## config.mk

```make
export PLATFORM = sky130hd
export DESIGN_NAME = txc_seq
export DESIGN_NICKNAME = d
export VERILOG_FILES = /design/src/txc_pkg.sv /design/src/txc_seq.sv
export SDC_FILE = /design/constraint.sdc
export NUM_CORES = 1
export LEC_CHECK = 0
export ABC_AREA = 1
export ABC_CLOCK_PERIOD_IN_PS = 1400
export BUFFER_PORTS_ARGS = -buffer_cell sky130_fd_sc_hd__buf_2
export CAP_MARGIN = 40
export CORE_MARGIN = 10
export CORE_UTILIZATION = 37
export CTS_BUF_LIST = sky130_fd_sc_hd__clkbuf_4
export DETAILED_ROUTE_END_ITERATION = 8
export GPL_TIMING_DRIVEN = 0
export PLACE_DENSITY = 0.7
export SKIP_CTS_REPAIR_TIMING = 1
export SLEW_MARGIN = 15
export SYNTH_ARGS = -nofsm -noshare
export SYNTH_HDL_FRONTEND = slang
export SYNTH_SLANG_ARGS = --single-unit
```

## constraint.sdc

```tcl
create_clock -name clk -period 1.4 [get_ports clk]
set_input_delay 0.07 -clock clk [delete_from_list [all_inputs] [get_ports clk]]
set_output_delay 0.07 -clock clk [all_outputs]
set_load 0.02 [all_outputs]
```

## src/txc_pkg.sv

```systemverilog
// ----------------------------------------------------------------------------
// txc_pkg
// Shared types, codes, constants and the control store of the text console
// character writer.
// ----------------------------------------------------------------------------
package txc_pkg;

  // default geometry
  localparam int COLUMNS_DEF  = 80;
  localparam int ROWS_DEF     = 25;
  localparam int TAB_STOP_DEF = 8;

  localparam logic [7:0]  ATTR_RESET = 8'h07;
  localparam logic [15:0] RESET_CELL = 16'h0F20;
  localparam logic [7:0]  BLANK_CHAR = 8'h20;

  // operation codes
  localparam logic OP_PUT  = 1'b0;
  localparam logic OP_READ = 1'b1;

  // control characters
  localparam logic [7:0] CH_NUL = 8'd0;
  localparam logic [7:0] CH_BS  = 8'd8;
  localparam logic [7:0] CH_TAB = 8'd9;
  localparam logic [7:0] CH_LF  = 8'd10;
  localparam logic [7:0] CH_CR  = 8'd13;

  typedef struct packed {
    logic       op;
    logic [7:0] char_code;
    logic [4:0] read_row;
    logic [6:0] read_col;
  } req_t;

  typedef struct packed {
    logic [15:0] cell_value;
    logic [6:0]  cursor_col;
    logic [4:0]  cursor_row;
  } rsp_t;

  // microprogram steps
  typedef enum logic [3:0] {
    S_CLEAR,
    S_IDLE,
    S_DISP,
    S_READ,
    S_PUT,
    S_TAB,
    S_TAB_END,
    S_BS,
    S_BS_BLANK,
    S_CR,
    S_LF,
    S_NEWLINE,
    S_SCROLL,
    S_SCROLL_END,
    S_DONE
  } step_t;

  // branch conditions
  typedef enum logic [3:0] {
    C_ALWAYS,
    C_IN_VALID,
    C_OUT_FREE,
    C_X_LAST,
    C_X_ZERO,
    C_TAB_END,
    C_Y_LAST,
    C_SWEEP_LAST,
    C_CLEAR_LAST,
    C_DISPATCH
  } cond_t;

  // cell store write source
  typedef enum logic [2:0] {
    W_NONE,
    W_CHAR,
    W_BLANK_CUR,
    W_SCROLL,
    W_CLEAR
  } wsel_t;

  typedef enum logic [1:0] {
    X_HOLD,
    X_INC,
    X_DEC,
    X_ZERO
  } xop_t;

  typedef enum logic [1:0] {
    CELL_HOLD,
    CELL_ZERO,
    CELL_READ
  } cell_op_t;

  // request class used by the dispatch step
  typedef enum logic [2:0] {
    CL_READ,
    CL_NUL,
    CL_LF,
    CL_CR,
    CL_TAB,
    CL_BS,
    CL_PRINT
  } cls_t;

  typedef struct packed {
    cond_t    cond;
    step_t    tgt_t;
    step_t    tgt_f;
    wsel_t    wsel;
    xop_t     xop;
    logic     y_inc;
    logic     top_adv;
    logic     sweep_inc;
    cell_op_t cell_op;
    logic     accept;
    logic     load_out;
  } ctl_t;

  typedef struct packed {
    logic in_valid;
    logic out_free;
    logic x_last;
    logic x_zero;
    logic tab_end;
    logic y_last;
    logic sweep_last;
    logic clear_last;
  } flags_t;

  localparam ctl_t CTL_NOP = '{
    cond: C_ALWAYS, tgt_t: S_IDLE, tgt_f: S_IDLE, wsel: W_NONE, xop: X_HOLD,
    y_inc: 1'b0, top_adv: 1'b0, sweep_inc: 1'b0, cell_op: CELL_HOLD,
    accept: 1'b0, load_out: 1'b0
  };

  // control store: one word per step
  function automatic ctl_t micro_rom(input step_t s);
    ctl_t w;
    w = CTL_NOP;
    case (s)
      S_CLEAR: begin
        w.cond = C_CLEAR_LAST; w.tgt_t = S_IDLE; w.tgt_f = S_CLEAR;
        w.wsel = W_CLEAR; w.sweep_inc = 1'b1;
      end
      S_IDLE: begin
        w.cond = C_IN_VALID; w.tgt_t = S_DISP; w.tgt_f = S_IDLE;
        w.accept = 1'b1;
      end
      S_DISP: begin
        w.cond = C_DISPATCH; w.cell_op = CELL_ZERO;
      end
      S_READ: begin
        w.tgt_t = S_DONE; w.tgt_f = S_DONE; w.cell_op = CELL_READ;
      end
      S_PUT: begin
        w.cond = C_X_LAST; w.tgt_t = S_NEWLINE; w.tgt_f = S_DONE;
        w.wsel = W_CHAR; w.xop = X_INC;
      end
      S_TAB: begin
        w.cond = C_TAB_END; w.tgt_t = S_TAB_END; w.tgt_f = S_TAB;
        w.wsel = W_BLANK_CUR; w.xop = X_INC;
      end
      S_TAB_END: begin
        // column back at zero means the fill ran off the row end
        w.cond = C_X_ZERO; w.tgt_t = S_NEWLINE; w.tgt_f = S_DONE;
      end
      S_BS: begin
        w.tgt_t = S_BS_BLANK; w.tgt_f = S_BS_BLANK; w.xop = X_DEC;
      end
      S_BS_BLANK: begin
        w.tgt_t = S_DONE; w.tgt_f = S_DONE; w.wsel = W_BLANK_CUR;
      end
      S_CR: begin
        w.tgt_t = S_DONE; w.tgt_f = S_DONE; w.xop = X_ZERO;
      end
      S_LF: begin
        w.tgt_t = S_NEWLINE; w.tgt_f = S_NEWLINE; w.xop = X_ZERO;
      end
      S_NEWLINE: begin
        w.cond = C_Y_LAST; w.tgt_t = S_SCROLL; w.tgt_f = S_DONE;
        w.y_inc = 1'b1;
      end
      S_SCROLL: begin
        w.cond = C_SWEEP_LAST; w.tgt_t = S_SCROLL_END; w.tgt_f = S_SCROLL;
        w.wsel = W_SCROLL; w.sweep_inc = 1'b1;
      end
      S_SCROLL_END: begin
        w.tgt_t = S_DONE; w.tgt_f = S_DONE; w.top_adv = 1'b1;
      end
      S_DONE: begin
        w.cond = C_OUT_FREE; w.tgt_t = S_IDLE; w.tgt_f = S_DONE;
        w.load_out = 1'b1;
      end
      default: w = CTL_NOP;
    endcase
    return w;
  endfunction

  function automatic step_t dispatch(input cls_t c);
    step_t s;
    s = S_DONE;
    case (c)
      CL_READ:  s = S_READ;
      CL_NUL:   s = S_DONE;
      CL_LF:    s = S_LF;
      CL_CR:    s = S_CR;
      CL_TAB:   s = S_TAB;
      CL_BS:    s = S_BS;
      CL_PRINT: s = S_PUT;
      default:  s = S_DONE;
    endcase
    return s;
  endfunction

endpackage

```

## src/txc_seq.sv

```systemverilog
// ----------------------------------------------------------------------------
// txc_seq
// Step counter and branch logic; looks up the control word of the current
// step in the control store.
// ----------------------------------------------------------------------------
module txc_seq
  import txc_pkg::*;
(
  input  logic   clk,
  input  logic   rst,
  input  flags_t flags,
  input  cls_t   cls,
  output ctl_t   ctl
);

  step_t step;
  step_t step_next;
  logic  hit;

  always_ff @(posedge clk) begin
    if (rst) begin
      step <= S_CLEAR;
    end else begin
      step <= step_next;
    end
  end

  always_comb begin
    ctl = micro_rom(step);
    case (ctl.cond)
      C_ALWAYS:     hit = 1'b1;
      C_IN_VALID:   hit = flags.in_valid;
      C_OUT_FREE:   hit = flags.out_free;
      C_X_LAST:     hit = flags.x_last;
      C_X_ZERO:     hit = flags.x_zero;
      C_TAB_END:    hit = flags.tab_end;
      C_Y_LAST:     hit = flags.y_last;
      C_SWEEP_LAST: hit = flags.sweep_last;
      C_CLEAR_LAST: hit = flags.clear_last;
      default:      hit = 1'b1;
    endcase
    if (ctl.cond == C_DISPATCH) begin
      step_next = dispatch(cls);
    end else if (hit) begin
      step_next = ctl.tgt_t;
    end else begin
      step_next = ctl.tgt_f;
    end
  end

endmodule

```

======== Word-level counts from Yosys, hierarchy flattened ========
Cells that the tools add are included.
word-level totals
  bits in writable memories ............... 0
  bits in latches ......................... 0
  flip-flop bits (word level) ............. 4
  bits in read-only memories .............. 0
  memories kept ........................... 0
  bits of input ports ..................... 13
  word-level logic and storage cells ...... 51
  output and inout port bits .............. 24
operators by class
  shift operators ......................... 0
  div/mod/pow operators ................... 0
  reductions and logical operators ........ 8
  add/sub/neg operators ................... 0
  order comparisons ....................... 0
  multiply operators ...................... 0
  bitwise gates (word level) .............. 0
  mux-type cells .......................... 14
  equal/unequal tests ..................... 28
operators with widths
  cell                                                                   count
  8-bit case mux with 10 select lines                                    1
  4-bit equality test, second input constant                             9
  4-bit case mux with 9 select lines                                     1
  4-bit by 3-bit equality test with 1-bit output, second input constant  8
  4-bit case mux with 6 select lines                                     1
  4-bit by 2-bit equality test with 1-bit output, second input constant  4
  3-bit case mux with 4 select lines                                     1
  2-bit OR reduction                                                     5
  3-bit equality test, second input constant                             3
  4-bit by 1-bit equality test with 1-bit output, second input constant  2
  4-bit two-way mux                                                      2
  1-bit case mux with 8 select lines                                     1
  3-bit by 2-bit equality test with 1-bit output, second input constant  2
  2-bit case mux with 3 select lines                                     1
  1-bit two-way mux                                                      5
  4-bit zero test                                                        1
  2-bit case mux with 2 select lines                                     1
  4-bit OR reduction                                                     1
  3-bit zero test                                                        1

======== Longest topological paths before layout ========
Gate-level depths: netlist of the first run.
  depth after elaboration ................. 6
  depth in mapped cells ................... 10
  depth with buffers taken out ............ 10

======== Worst setup path after synthesis of the first run ========
Ideal clock, no wire load.
  path kind ............................... register to register
  start point ............................. reg step[0]
  end point ............................... reg step[1]
  clock period less this slack ............ 1.621 ns
  data arrival time ....................... 1.566 ns
  data required time ...................... 1.344 ns
  setup slack ............................. -0.221 ns
  buffers on the path ..................... 0
  stages on the path, launching flop included .. 11
  setup time .............................. 0.056 ns
  cells stage by stage .................... dfxtp_1 inv_2 nor2_2 inv_1 nor2_1 a21oi_1 nand3_1 nand2_1 nand3_1 nand2_1 inv_1
RTL lines
  what                      line           RTL
  start: declaration        txc_seq.sv:16  step_t step;
  start signal: assignment  txc_seq.sv:24  step <= step_next;

==> flow_summary.yaml, run 1 <==
sta:
  fin_crit_sh_pct: 113
  slew_headroom_pct: 78.2
  finalSetupViolCount: 17
  finalCriticalPeriod_ps: 1580
  drv_slew: 0
  finalSetupTns_ps: -1470
  max_clock_freq_mhz: 634
  rsz0062_at_grt: "yes"
  setup_slack_ps: -177
  report.final.hold_viol_count: 0
  worstMarginPinSlew_ps: 325
  clock_skew_ps: 1.85
floorplan:
  io_pins: 37
  start_util_pct: 40.2
  die_w_um: 63.8
  die_h_um: 63.8
  die_area_um2: 4070
  rows: 15
  core_um2: 1760
global_route:
  track_usage_pct: 10.8
  grt_max_degree: 8
  gr-total-overflow: 0
  first_global_vias: 908
  antenna_found_initial: 0
  grt_pass1_wl_mm: 3.87
synth:
  synth.top_cells.by_area: "nand2_1, dfxtp_1, nand3_1"
  synth_seq_area_share_pct: 11.3
  yosys_warnings: 0
  synthMostInstantiatedCell: "nand2_1"
  async_reset_ff_share_pct: 0
  syn_nets: 140
  synth_edf_count: 0
  netlist_area_um2: 709
  synth_top_area_cell: "nand2_1"
  synth-seq-cells: 4
  avgSynthCellArea_um2: 5.59
  ys.flop_type: "dfxtp_1"
  synth.distinct_cells: 22
  synth_top_cell_area_share_pct: 12.2
  synthTopCellsByCount: "nand2_1, inv_1, nor2_1, nand3_1, nor2_2"
  netlist_instances: 127
clock_network:
  root_buffer: "clkbuf_4"
  htreeDepth: 1
  cts_tree: "done"
  cts_sinks: 4
  clockBufferDepth: 2
  cts_inserted_buffers: 3
  clk_latency_ps: 230
  path_clk_slew_ps: 30
critical_path:
  critPathBufInv: 2
  crit_fanout: 7
  critPathKind: "reg2out"
  crit_path_top_delay_cell: "dfxtp_4"
  cp_data_required_time_ps: 1330
  cp-start-kind: "register"
  cp_cell_sequence: "nand2_4, inv_4, nand2_2, nand2_4, nor2_4, nand2_4, nor2_4, o21ai_2, buf_6"
  arrival_ps: 1510
  cp_top_family: "simple AND/OR/NAND/NOR gates"
  slowest_delay_ps: 390
  rr_worst_depth: 9
  worstSetupEndpointType: "primary output"
  crit_path_frequent_cell: "nand2_4"
  worst-path-stages: 9
detailed_routing:
  viasPerCell: 5.14
  first_pass_iters: 5
  wl_mm: 2.86
  vias: 1048
  drc: 0
  ant_nets: 0
  wl_per_cell_um: 14.0
  dr.first_iter.drc_count: 42
placement:
  gp_congestion: 0.874
  dp_cells: 188
  dp_slack_ps: -77.4
  dp_hpwl_mm: 2.02
  port_buffers: 36
power_and_ir_drop:
  power.share.combinational_pct: 86.7
  max-vdd-ir-drop_v: 0.00184
  power_density_nw_per_um2: 2760
  pwr-share-clk_pct: 3.9
  p_leak_nw: 0.744
  p_int_mw: 1.53
  swShare_pct: 57.2
  p_switching_mw: 2.05
  p_seq_share_pct: 9.4
  power_mw: 3.58
final_layout:
  largestRegisters: "step x4"
  top_register: "step"
  drive_gt1_share_pct: 60.3
  largest_register_ffs: 4
  fin_cells: 204
  fin_nets: 194
  fin_util_pct: 73.5
  fillCellCount: 143
  area.sequential_um2: 95.1
  area_delta_synth_final_pct: 82.7
  multi_input_area_um2: 699
  diodes: 0
hold_path:
  hp-class: "in2reg"
  hold_depth: 2
status:
  failed_checks: "negative setup slack"
  outcome: "complete, but fails checks"
flow_run:
  cap_violations: 0
## worst register-to-register path, stage by stage, from the launching register on
cell	delay [ps]
dfxtp_4	380
nand2_4	90
inv_4	60
o21ai_1	280
nand3b_4	120
buf_4	150
nand4_1	90
nand3_1	80
nand2_1	80
inv_1	40
## power by group through the flow
stage / clock network, mW / logic [mW] / registers, mW
floorplan: 0 / 1.68 / 0.254
global placement: 0 / 2.30 / 0.270
finish: 0.138 / 3.11 / 0.338
global route: 0.150 / 3.34 / 0.348
detailed placement: 0 / 2.32 / 0.274
CTS: 0.145 / 2.33 / 0.273
## stage by stage
stage	cell area, um^2	hold WS (ps)
after floorplan	732	125
after global placement	943	242
after detailed placement	943	257
after CTS	966	13.8
after global routing	1300	21.3
final	1300	24.4
## placed cells by master, fill, tap and decap left out, drive strengths merged
cell type	Yosys	final
buf	0	49
nor2	31	31
nand2	29	29
inv	25	25
nand3	17	17
o21ai	8	8
dfxtp	4	4
a21oi	4	4
nand4	3	3
clkbuf	0	3
o211ai	2	2
nand3b	2	2
o221ai	1	1
or2	1	1
## layer usage
layer | vias to the layer above | share of wire [%] | global-route usage [%]
met5 | - | 0 | 0
li1 | 516 | - | -
met2 | 37 | 53 | 19.0
met4 | 0 | 0.45 | 3.28
met1 | 491 | 40 | 12.9
met3 | 4 | 6.0 | 2.09
## area by class of cell
type | instances | share of cell area (%)
Clock buffer | 3 | 1.74
Timing Repair Buffer | 49 | 26.5
Sequential cell | 4 | 7.34
Inverter | 25 | 8.01
Multi-Input combinational cell | 98 | 54.0
Tap cell | 25 | 2.41
## final timing paths
check / startpoint / to / slack (ps)
worst min register to register: step[3] / step[3] / 900
worst min-delay path: rst / step[3] / 20
worst max register to register: step[2] / step[1] / -70
worst max-delay path: step[1] / ctl[15] / -180
## kinds of logic (layout without fill, tap and decap cells)
| group | count (synthesis) | in the layout | synth area share (%) |
|---|---|---|---|
| DFF | 4 | 4 | 11.3 |
| buffers and inverters | 25 | 77 | 13.2 |
| AOI/OAI and AO/OA | 15 | 15 | 12.9 |
| and+or+nand+nor | 83 | 83 | 62.6 |
No activity file was read; power rests on OpenSTA's default activity.
==> inputs of run 2 (changes only) <==
--- a/config.mk
+++ b/config.mk
@@ -9,7 +9,7 @@
 export ABC_CLOCK_PERIOD_IN_PS = 1400
 export BUFFER_PORTS_ARGS = -buffer_cell sky130_fd_sc_hd__buf_2
 export CAP_MARGIN = 40
-export CORE_MARGIN = 10
+export CORE_MARGIN = 2
 export CORE_UTILIZATION = 37
 export CTS_BUF_LIST = sky130_fd_sc_hd__clkbuf_4
 export DETAILED_ROUTE_END_ITERATION = 8
==> flow_summary.yaml, run 2 (same netlist as run 1, synthesis figures left out) <==
clock_network:
  root_buffer: "clkbuf_4"
  cts_tree: "done"
  cts_sinks: 4
  htreeDepth: 1
  clk_latency_ps: 240
  path_clk_slew_ps: 40
  cts_inserted_buffers: 3
  clockBufferDepth: 2
placement:
  dpl_cell_area_um2: 943
  port_buffers: 36
  dp_hpwl_mm: 1.68
  gp_congestion: 0.855
floorplan:
  core_um2: 1760
  io_pins: 37
  die_w_um: 47.8
  rows: 15
  start_util_pct: 40.2
  die_h_um: 47.8
  die_area_um2: 2280
critical_path:
  arrival_ps: 1510
  critPathBufInv: 3
  cp-start-kind: "register"
  critPathKind: "reg2out"
  cp_top_family: "simple AND/OR/NAND/NOR gates"
  worstSetupEndpointType: "primary output"
  crit_fanout: 6
  r2r_start: "step[3]"
  crit_path_top_delay_cell: "dfxtp_4"
  r2r_end: "step[3]"
  slowest_delay_ps: 410
  reg2reg_slack_ps: -120
  cp_data_required_time_ps: 1330
  cp_cell_sequence: "inv_2, nand3_1, inv_1, nor2_2, nand2_1, nor2_4, o21ai_2, buf_6"
  rr_worst_depth: 10
final_layout:
  fin_nets: 193
  drive_gt1_share_pct: 54.5
  layout_common_cells: "buf_2, nand2_1, inv_1"
  stdcell_area_um2: 1200
  fin_util_pct: 68.1
  largestRegisters: "step x4"
  diodes: 0
  area_delta_synth_final_pct: 69.3
  largest_register_ffs: 4
  multi_input_area_um2: 636
  final_common_cell: "buf_2"
  area.sequential_um2: 95.1
  top_register: "step"
  fillCellCount: 162
status:
  outcome: "complete, but fails checks"
  failed_checks: "negative setup slack"
global_route:
  antenna_found_initial: 0
  grt_busiest_layer: "met2"
  grt_use_met3_pct: 2.26
  grtUsageMet2_pct: 30.4
  first_global_vias: 752
  gr-total-overflow: 0
  grt_pass1_wl_mm: 3.09
  grt_max_degree: 8
  use_met1_pct: 26.0
  track_usage_pct: 19.1
hold_path:
  hp-class: "in2reg"
  whs_endpoint: "step[0]"
  hold_start: "cls[1]"
  hold_depth: 4
sta:
  max_clock_freq_mhz: 634
  setup_slack_ps: -177
  slew_headroom_pct: 80.5
  whs_ps: 263
  report.final.hold_viol_count: 0
  fin_crit_sh_pct: 113
  drv_slew: 0
  clock_skew_ps: 4.28
  finalCriticalPeriod_ps: 1580
  finalSetupViolCount: 14
  finalSetupTns_ps: -1420
  worstMarginPinSlew_ps: 292
  rsz0062_at_grt: "yes"
power_and_ir_drop:
  p_leak_nw: 0.715
  power_density_nw_per_um2: 2720
  max-vdd-ir-drop_v: 0.00169
  power_mw: 3.26
detailed_routing:
  first_pass_iters: 4
  vias: 1011
  wl_per_cell_um: 11.7
  dr.first_iter.drc_count: 19
  ant_nets: 0
  drc: 0
  wl_mm: 2.37
  viasPerCell: 4.98
flow_run:
  cap_violations: 0
run 2: cell count changes in the layout (fill, tap and decap cells not counted), moves of 3 or more:
cell / delta
nand3_2: -3
buf_6: -3
nand3_1: +4
nand2_2: -3
nor2_4: -5
inv_2: -3
nor2_2: +3
run 2: power by group:
group | internal [mW] | switching (mW) | total, mW
Sequential | 0.187 | 0.136 | 0.323
Clock | 0.0961 | 0.0509 | 0.147
Combinational | 1.08 | 1.71 | 2.79
Total | 1.37 | 1.90 | 3.26
run 2: cell type report:
| class | instances | share of cell area [%] |
|---|---|---|
| Timing Repair Buffer | 48 | 25.8 |
| Clock buffer | 3 | 1.88 |
| Tap cell | 25 | 2.60 |
| Sequential cell | 4 | 7.92 |
| Multi-Input combinational cell | 98 | 52.9 |
| Inverter | 25 | 8.85 |
run 2: metrics by stage:
stage / cells / worst slack, ps
finish: 203 / -177
detailed placement: 188 / -59.0
CTS: 191 / -272
floorplan: 127 / -53.6
global route: 203 / -243
global placement: 188 / -44.6
run 2: worst register-to-register path, cell delays in order, from the launching register on:
cell and delay, ps:
dfxtp_4 410, inv_2 80, nand3_1 120, inv_1 60, nor2_2 150, nand2_1 110
nor2_4 120, o21ai_2 80, buf_4 130, nand2_1 90, a21oi_2 60
run 2: worst max path at each step:
stage            start      end  slack, ps  cells after the start
3_5_place_dp   step[3]  step[2]        -60                     10
2_1_floorplan  step[3]  step[1]        -50                     10
5_1_grt        step[3]  ctl[16]       -240                      7
4_1_cts        step[2]  ctl[15]       -270                      8
3_3_place_gp   step[3]  step[2]        -40                     10
6_report       step[3]  ctl[15]       -180                      8
run 2: routing by layer:
metal / up-vias / wire length, um
met3: 5 / 107
met4: 0 / 45
li1: 513 / -
met5: - / 0
met2: 34 / 1190
met1: 459 / 1020
==> inputs of run 3 (changes only) <==
--- a/config.mk
+++ b/config.mk
@@ -6,7 +6,7 @@
 export NUM_CORES = 1
 export LEC_CHECK = 0
 export ABC_AREA = 1
-export ABC_CLOCK_PERIOD_IN_PS = 1400
+export ABC_CLOCK_PERIOD_IN_PS = 1800
 export BUFFER_PORTS_ARGS = -buffer_cell sky130_fd_sc_hd__buf_2
 export CAP_MARGIN = 40
 export CORE_MARGIN = 2
@@ -14,7 +14,7 @@
 export CTS_BUF_LIST = sky130_fd_sc_hd__clkbuf_4
 export DETAILED_ROUTE_END_ITERATION = 8
 export GPL_TIMING_DRIVEN = 0
-export PLACE_DENSITY = 0.7
+export PLACE_DENSITY = 0.68
 export SKIP_CTS_REPAIR_TIMING = 1
 export SLEW_MARGIN = 15
 export SYNTH_ARGS = -nofsm -noshare
==> constraint.sdc (replaced) <==
create_clock -name clk -period 1.8 [get_ports clk]
set_input_delay 0.09 -clock clk [delete_from_list [all_inputs] [get_ports clk]]
set_output_delay 0.09 -clock clk [all_outputs]
set_load 0.02 [all_outputs]
==> flow_summary.yaml, run 3 (same netlist as run 1, synthesis figures left out) <==
critical_path:
  r2r_start: "step[1]"
  critPathKind: "reg2out"
  arrival_ps: 1600
  cp_cell_sequence: "nor2_2, inv_2, nor2_1, nor2_2, nand2_4, nor2_4, o21ai_2, buf_2"
  critPathLaunch: "step[1]"
  cp_top_family: "simple AND/OR/NAND/NOR gates"
  r2r_end: "step[2]"
  rr_worst_depth: 9
  slowest_delay_ps: 370
  crit_path_frequent_cell: "nor2_2"
  crit_path_top_delay_cell: "dfxtp_2"
  critPathBufInv: 2
  cp_data_required_time_ps: 1710
  reg2reg_slack_ps: 330
  worstSetupEndpointType: "primary output"
  crit_fanout: 7
  cp-start-kind: "register"
status:
  outcome: "finished, final reports clean"
floorplan:
  core_um2: 1760
  rows: 15
  die_h_um: 47.8
  die_w_um: 47.8
  io_pins: 37
  start_util_pct: 40.2
  die_area_um2: 2280
sta:
  worstMarginPinSlew_ps: 277
  max_clock_freq_mhz: 591
  clock_skew_ps: 5.77
  fin_crit_sh_pct: 94.0
  finalSetupTns_ps: 0
  slew_headroom_pct: 81.5
  finalSetupViolCount: 0
  rsz0062_at_grt: "no"
  finalCriticalPeriod_ps: 1690
  report.final.hold_viol_count: 0
  drv_slew: 0
hold_path:
  hp-class: "in2reg"
  whs_endpoint: "step[3]"
  hold_depth: 2
  hold_start: "rst"
global_route:
  gr-total-overflow: 0
  first_global_vias: 783
  use_met1_pct: 23.0
  grtUsageMet2_pct: 36.3
  grt_busiest_layer: "met2"
  antenna_found_initial: 0
  grt_pass1_wl_mm: 3.17
  grt_max_degree: 8
  grt_use_met3_pct: 1.89
  track_usage_pct: 19.7
detailed_routing:
  vias: 934
  first_pass_iters: 4
  wl_per_cell_um: 10.8
  viasPerCell: 4.89
  wl_mm: 2.06
  dr.first_iter.drc_count: 20
  drc: 0
  ant_nets: 0
clock_network:
  htreeDepth: 1
  root_buffer: "clkbuf_4"
  clockBufferDepth: 2
  path_clk_slew_ps: 40
  cts_tree: "done"
  cts_sinks: 4
  clk_latency_ps: 240
  cts_inserted_buffers: 3
final_layout:
  largest_register_ffs: 4
  layout_common_cells: "buf_2, nand2_1, inv_1"
  fin_util_pct: 53.8
  multi_input_area_um2: 536
  area.sequential_um2: 85.1
  final_common_cell: "buf_2"
  top_register: "step"
  area_delta_synth_final_pct: 33.7
  largestRegisters: "step x4"
  diodes: 0
  fin_nets: 181
  drive_gt1_share_pct: 44.6
  fillCellCount: 214
power_and_ir_drop:
  power_density_nw_per_um2: 2170
  max-vdd-ir-drop_v: 0.000952
  p_leak_nw: 0.593
placement:
  port_buffers: 36
  dp_hpwl_mm: 1.75
  gp_congestion: 0.861
flow_run:
  cap_violations: 0
==> run 3: cell count changes in the layout (fill, tap and decap cells not counted), moves of 5 or more <==
cell | previous run | this run
buf_2 | 27 | 36
buf_4 | 16 | 0
nand2_4 | 8 | 2
nor2_1 | 12 | 17
nor2_4 | 11 | 5
==> run 3: power breakdown <==
| part | switching [mW] | internal, mW |
|---|---|---|
| Clock | 0.0372 | 0.0746 |
| Sequential | 0.0708 | 0.133 |
| Combinational | 1.18 | 0.561 |
==> run 3: per-layer routing <==
| metal | wire length [um] | part of all wire (%) | vias to the layer above |
|---|---|---|---|
| met2 | 1070 | 52 | 34 |
| met1 | 874 | 42 | 415 |
| li1 | - | - | 483 |
| met5 | 0 | 0 | - |
| met4 | 10 | 0.49 | 0 |
| met3 | 106 | 5.1 | 2 |
==> run 3: final cells by class <==
cell class,instances,share of cell area (%)
Clock buffer,3,2.37
Inverter,25,9.89
Multi-Input combinational cell,98,56.5
Sequential cell,4,8.97
Tap cell,25,3.30
Timing Repair Buffer,36,19.0
==> run 3: how the worst max path moves through the flow <==
stage / to / slack, ps / cells past startpoint
3_5_place_dp: step[2] / 250 / 9
5_1_grt: ctl[15] / 8 / 8
2_1_floorplan: step[1] / 180 / 10
3_3_place_gp: step[3] / 260 / 9
6_report: ctl[15] / 110 / 8
4_1_cts: ctl[15] / 40 / 8
==> run 3: through the flow <==
step	total power [mW]	hold WS [ps]	setup WS (ps)	std cells	instance area, um^2
6_report	2.05	21.3	108	191	948
3_3_place_gp	1.93	272	262	188	921
3_5_place_dp	1.94	275	248	188	921
5_1_grt	2.25	21.2	7.78	191	948
2_1_floorplan	1.46	152	179	127	709
4_1_cts	2.06	26.0	35.9	191	943
